==> src/wsdf_pkg.sv <==
package wsdf_pkg;

  localparam int unsigned LengthBitsDef = 24;
  localparam int unsigned CfgWidth = 24;
  localparam logic [23:0] MaxPayloadRst = 24'd16384;
  localparam int unsigned QueueDepth = 2;

  typedef enum logic [2:0] {
    PH_HDR0,
    PH_HDR1,
    PH_EXT,
    PH_MASK,
    PH_DATA
  } phase_e;

  typedef enum logic [2:0] {
    KIND_MSG        = 3'd0,
    KIND_PING       = 3'd1,
    KIND_MSG_END    = 3'd2,
    KIND_PING_EMPTY = 3'd3,
    KIND_CLOSED     = 3'd4
  } kind_e;

  typedef enum logic [1:0] {
    WHY_PEER   = 2'd0,
    WHY_PROTO  = 2'd1,
    WHY_UNSUPP = 2'd2,
    WHY_LONG   = 2'd3
  } why_e;

  localparam logic [3:0] OP_CONT  = 4'h0;
  localparam logic [3:0] OP_TEXT  = 4'h1;
  localparam logic [3:0] OP_BIN   = 4'h2;
  localparam logic [3:0] OP_CLOSE = 4'h8;
  localparam logic [3:0] OP_PING  = 4'h9;
  localparam logic [3:0] OP_PONG  = 4'hA;

  localparam logic [7:0] RsvMask = 8'h70;
  localparam logic [6:0] Len16 = 7'h7e;
  localparam logic [6:0] Len64 = 7'h7f;

  typedef struct packed {
    logic [2:0] kind;
    logic [7:0] data;
    logic       end_mark;
    logic [1:0] why;
  } result_t;

endpackage

==> src/websocket_frame_deframer_top.sv <==
// Latency: a result is written into the result queue and appears on the output when it reaches the queue head.
// Throughput: one byte per cycle while the result queue is not full; the front parser
// runs every cycle, and the two-entry queue absorbs results while the output is stalled.
// Reset: asynchronous, active low; clears parser state, the close flag and the queue,
// and sets max_q to 16384.
module websocket_frame_deframer_top #(
  parameter int unsigned LENGTH_BITS = wsdf_pkg::LengthBitsDef
) (
  input  logic        clk_i,
  input  logic        rst_ni,
  input  logic        in_valid_i,
  output logic        in_ready_o,
  input  logic [7:0]  rx_byte_i,
  input  logic        cfg_valid_i,
  output logic        cfg_ready_o,
  input  logic [wsdf_pkg::CfgWidth-1:0] cfg_data_i,
  output logic        out_valid_o,
  input  logic        out_ready_i,
  output logic [2:0]  out_kind_o,
  output logic [7:0]  out_data_o,
  output logic        end_mark_o,
  output logic [1:0]  close_reason_o
);
  import wsdf_pkg::*;

  logic [CfgWidth-1:0] max_q;
  logic                in_fire, res_valid, q_full;
  result_t             res, head;

  assign cfg_ready_o = 1'b1;
  assign in_fire = in_valid_i && in_ready_o;

  always_ff @(posedge clk_i or negedge rst_ni) begin
    if (!rst_ni) begin
      max_q <= MaxPayloadRst;
    end else if (cfg_valid_i) begin
      max_q <= cfg_data_i;
    end
  end

  // Hold input while a result could not be stored.
  assign in_ready_o = !q_full;

  wsdf_front #(.LengthBits(LENGTH_BITS)) u_front (
    .clk_i, .rst_ni,
    .in_fire_i(in_fire),
    .rx_byte_i,
    .max_payload_i(max_q),
    .res_valid_o(res_valid),
    .res_o(res)
  );

  wsdf_queue u_queue (
    .clk_i, .rst_ni,
    .push_i(res_valid),
    .push_data_i(res),
    .full_o(q_full),
    .valid_o(out_valid_o),
    .data_o(head),
    .pop_i(out_ready_i)
  );

  assign out_kind_o = head.kind;
  assign out_data_o = head.data;
  assign end_mark_o = head.end_mark;
  assign close_reason_o = head.why;

endmodule

==> src/wsdf_front.sv <==
module wsdf_front #(
  parameter int unsigned LengthBits = wsdf_pkg::LengthBitsDef
) (
  input  logic                     clk_i,
  input  logic                     rst_ni,
  input  logic                     in_fire_i,
  input  logic [7:0]               rx_byte_i,
  input  logic [wsdf_pkg::CfgWidth-1:0] max_payload_i,
  output logic                     res_valid_o,
  output wsdf_pkg::result_t        res_o
);
  import wsdf_pkg::*;

  phase_e                 phase_q, phase_d;
  logic [3:0]             opcode_q, opcode_d;
  logic                   final_q, final_d;
  logic [3:0]             ext_left_q, ext_left_d;
  logic [LengthBits-1:0]  remain_q, remain_d;
  logic                   ovf_q, ovf_d;
  logic [31:0]            key_q, key_d;
  logic [1:0]             idx_q, idx_d;
  logic                   msg_open_q, msg_open_d;
  logic                   closed_q, closed_d;

  logic                   len_ovf;
  logic [LengthBits-1:0]  len_val;
  logic                   do_len;
  logic                   data_op;
  logic [LengthBits-1:0]  remain_dec;
  logic [7:0]             key_byte;
  logic                   too_big;

  assign data_op = (opcode_q == OP_CONT) || (opcode_q == OP_TEXT);
  assign remain_dec = remain_q - LengthBits'(1);

  always_comb begin
    unique case (idx_q)
      2'd0:    key_byte = key_q[31:24];
      2'd1:    key_byte = key_q[23:16];
      2'd2:    key_byte = key_q[15:8];
      default: key_byte = key_q[7:0];
    endcase
  end

  always_comb begin
    if (phase_q == PH_EXT) begin
      len_val = LengthBits'({remain_q, rx_byte_i});
      len_ovf = ovf_q || (remain_q[LengthBits-1:LengthBits-8] != 8'd0);
    end else begin
      len_val = LengthBits'(rx_byte_i[6:0]);
      len_ovf = 1'b0;
    end
  end

  always_comb begin
    if (LengthBits > CfgWidth) begin
      too_big = (len_val > LengthBits'(max_payload_i));
    end else begin
      too_big = (CfgWidth'(len_val) > max_payload_i);
    end
  end

  always_comb begin
    phase_d = phase_q;
    opcode_d = opcode_q;
    final_d = final_q;
    ext_left_d = ext_left_q;
    remain_d = remain_q;
    ovf_d = ovf_q;
    key_d = key_q;
    idx_d = idx_q;
    msg_open_d = msg_open_q;
    closed_d = closed_q;
    res_valid_o = 1'b0;
    res_o = '0;
    do_len = 1'b0;
    if (in_fire_i && !closed_q) begin
      unique case (phase_q)
        PH_HDR0: begin
          if ((rx_byte_i & RsvMask) != 8'd0) begin
            res_valid_o = 1'b1;
            res_o.kind = KIND_CLOSED;
            res_o.why = WHY_PROTO;
          end else begin
            final_d = rx_byte_i[7];
            opcode_d = rx_byte_i[3:0];
            phase_d = PH_HDR1;
          end
        end
        PH_HDR1: begin
          res_o.kind = KIND_CLOSED;
          if (!rx_byte_i[7]) begin
            res_valid_o = 1'b1;
            res_o.why = WHY_PROTO;
          end else if (opcode_q == OP_CLOSE) begin
            res_valid_o = 1'b1;
            res_o.why = WHY_PEER;
          end else if (opcode_q == OP_BIN) begin
            res_valid_o = 1'b1;
            res_o.why = WHY_UNSUPP;
          end else if (((opcode_q == OP_PING) || (opcode_q == OP_PONG)) && !final_q) begin
            res_valid_o = 1'b1;
            res_o.why = WHY_PROTO;
          end else if (!data_op && opcode_q != OP_PING && opcode_q != OP_PONG) begin
            res_valid_o = 1'b1;
            res_o.why = WHY_PROTO;
          end else begin
            ovf_d = 1'b0;
            remain_d = '0;
            if (rx_byte_i[6:0] == Len64) begin
              ext_left_d = 4'd8;
              phase_d = PH_EXT;
            end else if (rx_byte_i[6:0] == Len16) begin
              ext_left_d = 4'd2;
              phase_d = PH_EXT;
            end else begin
              do_len = 1'b1;
            end
          end
        end
        PH_EXT: begin
          ovf_d = len_ovf;
          remain_d = len_val;
          ext_left_d = ext_left_q - 4'd1;
          if (ext_left_q == 4'd1) do_len = 1'b1;
        end
        PH_MASK: begin
          key_d = {key_q[23:0], rx_byte_i};
          idx_d = idx_q + 2'd1;
          if (idx_q == 2'd3) begin
            if (remain_q == '0) begin
              phase_d = PH_HDR0;
              if (data_op) begin
                msg_open_d = !final_q;
                if (final_q) begin
                  res_valid_o = 1'b1;
                  res_o.kind = KIND_MSG_END;
                  res_o.end_mark = 1'b1;
                end
              end else if (opcode_q == OP_PING) begin
                res_valid_o = 1'b1;
                res_o.kind = KIND_PING_EMPTY;
                res_o.end_mark = 1'b1;
              end
            end else begin
              phase_d = PH_DATA;
            end
          end
        end
        PH_DATA: begin
          idx_d = idx_q + 2'd1;
          remain_d = remain_dec;
          res_o.data = rx_byte_i ^ key_byte;
          if (remain_dec == '0) begin
            phase_d = PH_HDR0;
            if (data_op) msg_open_d = !final_q;
          end
          if (data_op) begin
            res_valid_o = 1'b1;
            res_o.kind = KIND_MSG;
            res_o.end_mark = (remain_dec == '0) && final_q;
          end else if (opcode_q == OP_PING) begin
            res_valid_o = 1'b1;
            res_o.kind = KIND_PING;
            res_o.end_mark = (remain_dec == '0);
          end else begin
            res_o.data = '0;
          end
        end
        default: phase_d = PH_HDR0;
      endcase
      if (do_len) begin
        remain_d = len_val;
        if (len_ovf || too_big) begin
          res_valid_o = 1'b1;
          res_o = '0;
          res_o.kind = KIND_CLOSED;
          res_o.why = WHY_LONG;
        end else begin
          key_d = '0;
          idx_d = '0;
          phase_d = PH_MASK;
        end
      end
      if (res_valid_o && res_o.kind == KIND_CLOSED) closed_d = 1'b1;
    end
  end

  always_ff @(posedge clk_i or negedge rst_ni) begin
    if (!rst_ni) begin
      phase_q <= PH_HDR0;
      opcode_q <= '0;
      final_q <= 1'b0;
      ext_left_q <= '0;
      remain_q <= '0;
      ovf_q <= 1'b0;
      key_q <= '0;
      idx_q <= '0;
      msg_open_q <= 1'b0;
      closed_q <= 1'b0;
    end else begin
      phase_q <= phase_d;
      opcode_q <= opcode_d;
      final_q <= final_d;
      ext_left_q <= ext_left_d;
      remain_q <= remain_d;
      ovf_q <= ovf_d;
      key_q <= key_d;
      idx_q <= idx_d;
      msg_open_q <= msg_open_d;
      closed_q <= closed_d;
    end
  end

  closed_holds_a: assert property (@(posedge clk_i) disable iff (!rst_ni)
    closed_q |=> closed_q) else $error("closed flag dropped");
  no_res_closed_a: assert property (@(posedge clk_i) disable iff (!rst_ni)
    closed_q |-> !res_valid_o) else $error("result after close");
  data_idx_a: assert property (@(posedge clk_i) disable iff (!rst_ni)
    (in_fire_i && !closed_q && phase_q == PH_MASK && idx_q == 2'd3 && remain_q != '0)
    |=> (phase_q == PH_DATA && idx_q == 2'd0)) else $error("mask index misaligned");

endmodule

==> src/wsdf_queue.sv <==
module wsdf_queue (
  input  logic                 clk_i,
  input  logic                 rst_ni,
  input  logic                 push_i,
  input  wsdf_pkg::result_t    push_data_i,
  output logic                 full_o,
  output logic                 valid_o,
  output wsdf_pkg::result_t    data_o,
  input  logic                 pop_i
);
  import wsdf_pkg::*;

  result_t    mem_q [QueueDepth];
  logic       wr_q, rd_q;
  logic [1:0] cnt_q;
  logic       do_pop, do_push;

  assign valid_o = (cnt_q != 2'd0);
  assign full_o = (cnt_q == 2'(QueueDepth));
  assign data_o = mem_q[rd_q];
  assign do_pop = pop_i && valid_o;
  assign do_push = push_i && !full_o;

  always_ff @(posedge clk_i) begin
    if (do_push) mem_q[wr_q] <= push_data_i;
  end

  always_ff @(posedge clk_i or negedge rst_ni) begin
    if (!rst_ni) begin
      wr_q <= 1'b0;
      rd_q <= 1'b0;
      cnt_q <= '0;
    end else begin
      if (do_push) wr_q <= !wr_q;
      if (do_pop) rd_q <= !rd_q;
      cnt_q <= cnt_q + 2'(do_push) - 2'(do_pop);
    end
  end

  no_overflow_a: assert property (@(posedge clk_i) disable iff (!rst_ni)
    full_o |-> !push_i) else $error("push into full queue");
  count_a: assert property (@(posedge clk_i) disable iff (!rst_ni)
    cnt_q <= 2'(QueueDepth)) else $error("queue count out of range");
  stall_a: assert property (@(posedge clk_i) disable iff (!rst_ni)
    (valid_o && !pop_i && !push_i) |=> (valid_o && $stable(data_o)))
    else $error("head lost while stalled");

endmodule
==> config.mk <==
export PLATFORM = sky130hd
export DESIGN_NAME = websocket_frame_deframer_top
export DESIGN_NICKNAME = d
export VERILOG_FILES = /design/src/wsdf_pkg.sv /design/src/websocket_frame_deframer_top.sv /design/src/wsdf_front.sv /design/src/wsdf_queue.sv
export SDC_FILE = /design/constraint.sdc
export NUM_CORES = 1
export LEC_CHECK = 0
export ABC_CLOCK_PERIOD_IN_PS = 5510
export BUFFER_PORTS_ARGS = -buffer_cell sky130_fd_sc_hd__buf_2
export CAP_MARGIN = 20
export CORE_MARGIN = 5
export CORE_UTILIZATION = 30
export DETAILED_ROUTE_END_ITERATION = 12
export SYNTH_ARGS = -nofsm -noshare
export SYNTH_HDL_FRONTEND = slang
export SYNTH_SLANG_ARGS = --single-unit
==> constraint.sdc <==
create_clock -name clk_i -period 5.51 [get_ports clk_i]
set_clock_uncertainty 0.1 [all_clocks]
set_input_delay 0.2755 -clock clk_i [delete_from_list [all_inputs] [get_ports clk_i]]
set_output_delay 0.2755 -clock clk_i [all_outputs]
set_load 0.01 [all_outputs]
==> implementation parameters <==
Parameter                              Value

Outcome
  Status    completed

Power and ir drop
  Total power draw    between 0.003 and 0.004 W
  Leak pwr    about 3.6 nW
  PwrDens    453.2 mW/mm²
  Max IR drop VDD    about 0.00022 V

Clock network
  Total CTS buffers    17
  Post-cts gate resize count    0
  Clock tree root driver cell    clkbuf_16
  Later-pin clock latency in the skew report    roughly 0.43 ns
  CTS clk-pin slew, worst paths    about 0.070 ns
  Clock Path Buffers    2
  H-tree Lvls    4
  Number of clock sinks    between 100 and 150
  Clock tree from TritonCTS    yes

Setup path
  CP delay by family, top    simple AND/OR/NAND/NOR gates
  Crit-path cells    nor3b_2 > and2_1 > ha_1 > nand4_1 > nor4_1 > o311ai_0 > nand3_1 > o21ai_1 > a31oi_1 > and2_1
  Slowest cell on the critical path    nor4_1
  Crit path kind    reg2reg
  Required time of the critical path    5.48 ns
  Critical-path maximum fanout    14
  Crit path largest cell delay    0.62 ns
  Kind of start point of the critical path    flip-flop
  Crit. path cell count    10
  Arrival time of the worst setup path    roughly 4.5 ns
  Most common cell type on the critical path    and2_1
  Depth of the most critical reg-to-reg path    10
  Combined buffer and inverter count along the critical path    0
  Critical Path End Type    flip-flop

Synthesis
  Syn Std Cell Area    around 0.0071 mm²
  Most common library cells after synthesis    dfrtp_1, o21ai_0, nand2_1, nor2_1, inv_1
  Main area contributors after synthesis    dfrtp_1, edfxtp_1, ha_1
  Cell accounting for the most synthesized area    dfrtp_1
  Net count after synthesis    804
  Avg Inst Size Synth    around 10 µm²
  Synthesis Warnings    0
  Total of flip-flops plus latches after synthesis    around 130
  Post-synth EDFFs    28
  Most instantiated flip-flop cell in the synthesis netlist    dfrtp_1
  Async set-reset flop share out of synthesis    0.7813
  Post-synthesis cell count    between 700 and 800
  Fraction of the yosys area taken by sequential cells    0.4698
  Count of distinct cell types in the synthesized netlist    76
  Portion of synthesized cell area occupied by the leading cell type    0.3480
  Leading cell type by number of instances after synthesis    dfrtp_1

Cells and area
  FF/Latch Area    approximately 0.0033 mm²
  Filler Cell Count    around 2400
  Area taken by multi-input logic gates    0.003441 mm²
  Non-filler instance count after layout    1127
  Final-stage net count    around 870
  Relative area change from synthesis to final layout    19.37%
  Number of antenna repair diodes    0
  Share of post-route cells with drive strength above 1    0.1658

Drt
  Antenna-violating nets left    0
  Via-per-instance ratio    between 5 and 6
  Count of vias placed by the detailed router    slightly below 6000
  Detailed-route wire length per cell    approximately 16 µm
  DRC viols    0
  DR iter-0 viols    slightly above 500
  Routed wire length    18410 µm
  First drt pass iteration count    6

Timing
  Setup violation total in the final timing report    0
  Final period util    0.8163
  Worst slew margin relative to its limit    0.3420
  Transition at the pin with the smallest max-transition slack    just under 1 ns
  Max Fclk    222.3 MHz
  Setup repair after global routing missed its margin    false
  Final hold violation count    0
  Setup TNS    0 ns
  Hold WS    approximately 0.080 ns
  Final critical-path required period    around 4.5 ns
  Fin. max-slew vios    0

Die
  Standard-cell row count    56
  Die height    between 150 and 200 µm
  Die Span X    164.1 µm
  IO Pins    54
  Area of the die    around 0.027 mm²
  Standard cell core area    between 0.02 and 0.025 mm²
  Starting density of the core    0.3042

Global routing
  First-pass GRT wire length    slightly above 30000 µm
  Initial antenna violation count    0
  GR Util All Layers    0.1431
  Total gr overflow    0
  Via count of the first global-routing pass    between 5000 and 6000
  Maximum number of pins on one net before global-route repair    70

Worst hold path
  Worst Hold Path Cells    2
  Hold Crit Class    in2reg

Placement
  Detailed Place HPWL    roughly 13000 µm
  Number of instances in the placed design    1070
  GPL Wtd Cong    0.9163
  Port bufs    52

Flow run
  Max-cap check violation count    0
==> final timing paths <==
kind	from	endpoint	slack (ns)
max reg2reg	u_front.phase_q[1]	u_queue.mem_q[0][2]	1.01
max	u_front.phase_q[1]	u_queue.mem_q[0][2]	1.01
max in group asynchronous	rst_ni	u_front.remain_q[10]	3.82
min in group asynchronous	rst_ni	u_queue.rd_q	0.25
min reg2reg	u_front.closed_q	u_front.closed_q	0.37
min	rx_byte_i[0]	u_front.key_q[0]	0.08
==> logic make-up after synthesis <==
group,count (synthesis),share of synthesized area
AND/OR/NAND/NOR,218,0.1605
XOR/XNOR,19,0.02337
multiplexers,19,0.03005
flip-flops,128,0.4698
buffers and inverters,87,0.04886
AO/OA/AOI/OAI,227,0.2072
other,1,0.0005267
adder cells (fa/ha/maj),34,0.05975
==> state kept, by name, indices dropped and copies added (netlist names) <==
signal,count
u_queue.cnt_q,2
max_q,24
u_front.final_q,1
u_front.remain_q,24
u_queue.wr_q,1
u_front.idx_q,2
u_front.closed_q,1
u_front.phase_q,3
u_queue.mem_q,28
u_front.key_q,32
u_front.opcode_q,4
u_front.ovf_q,1
u_queue.rd_q,1
u_front.ext_left_q,4
==> routing by layer <==
layer / vias up / wire, µm / global-route usage
li1: 2805 / - / -
met1: 2737 / 8781 / 0.2013
met2: 182 / 8095 / 0.2133
met3: 43 / 1012 / 0.03513
met4: 0 / 524 / 0.05299
met5: - / 0 / 0
==> through the flow <==
stage | setup slack, ns | area, µm² | util
after CTS | 1.050 | 8498 | 0.3631
after global placement | 1.259 | 7665 | 0.3275
after detailed placement | 1.065 | 7665 | 0.3275
after floorplan | 1.811 | 7119 | -
final | 1.012 | 8498 | 0.3631
after global routing | 0.6506 | 8498 | 0.3631
==> worst register-to-register path: stages, from the launching register on <==
cell      delay (ns)
dfrtp_1         0.56
nor3b_2         0.61
and2_1          0.27
ha_1            0.16
nand4_1         0.19
nor4_1          0.62
o311ai_0        0.32
nand3_1         0.15
o21ai_1         0.14
a31oi_1         0.39
and2_1          0.62
==> where the power goes <==
group          switching [W]  total [W]  internal, W
clock network       0.000502    0.00111     0.000606
logic               0.000770    0.00133     0.000557
registers           0.000244    0.00142      0.00117
==> placed cells by master, fill, tap and decap left out, types with 25 or more instances in the layout <==
cell type,n
a21oi_1,39
a22o_1,34
buf_2,51
dfrtp_1,99
dlygate4sd3_1,25
edfxtp_1,28
ha_1,34
inv_1,47
nand2_1,64
nor2_1,56
o21ai_0,84
==> layout make-up <==
class / count / share of cell area
flip-flops and latches: 128 / 0.3936
well taps: 319 / 0.04697
clock inverters: 15 / 0.01855
repair buffers: 82 / 0.06478
inverters: 48 / 0.02120
clock buffers: 17 / 0.05006
multi-input cells: 518 / 0.4049
==> timing repair <==
| action | 4_1_cts | 5_1_grt |
|---|---|---|
| endpoints found under the hold margin | 55 | 0 |
| hold buffers | 25 | 0 |
| buffers inserted | 0 | 0 |
No activity file was read; power rests on OpenSTA's default activity.
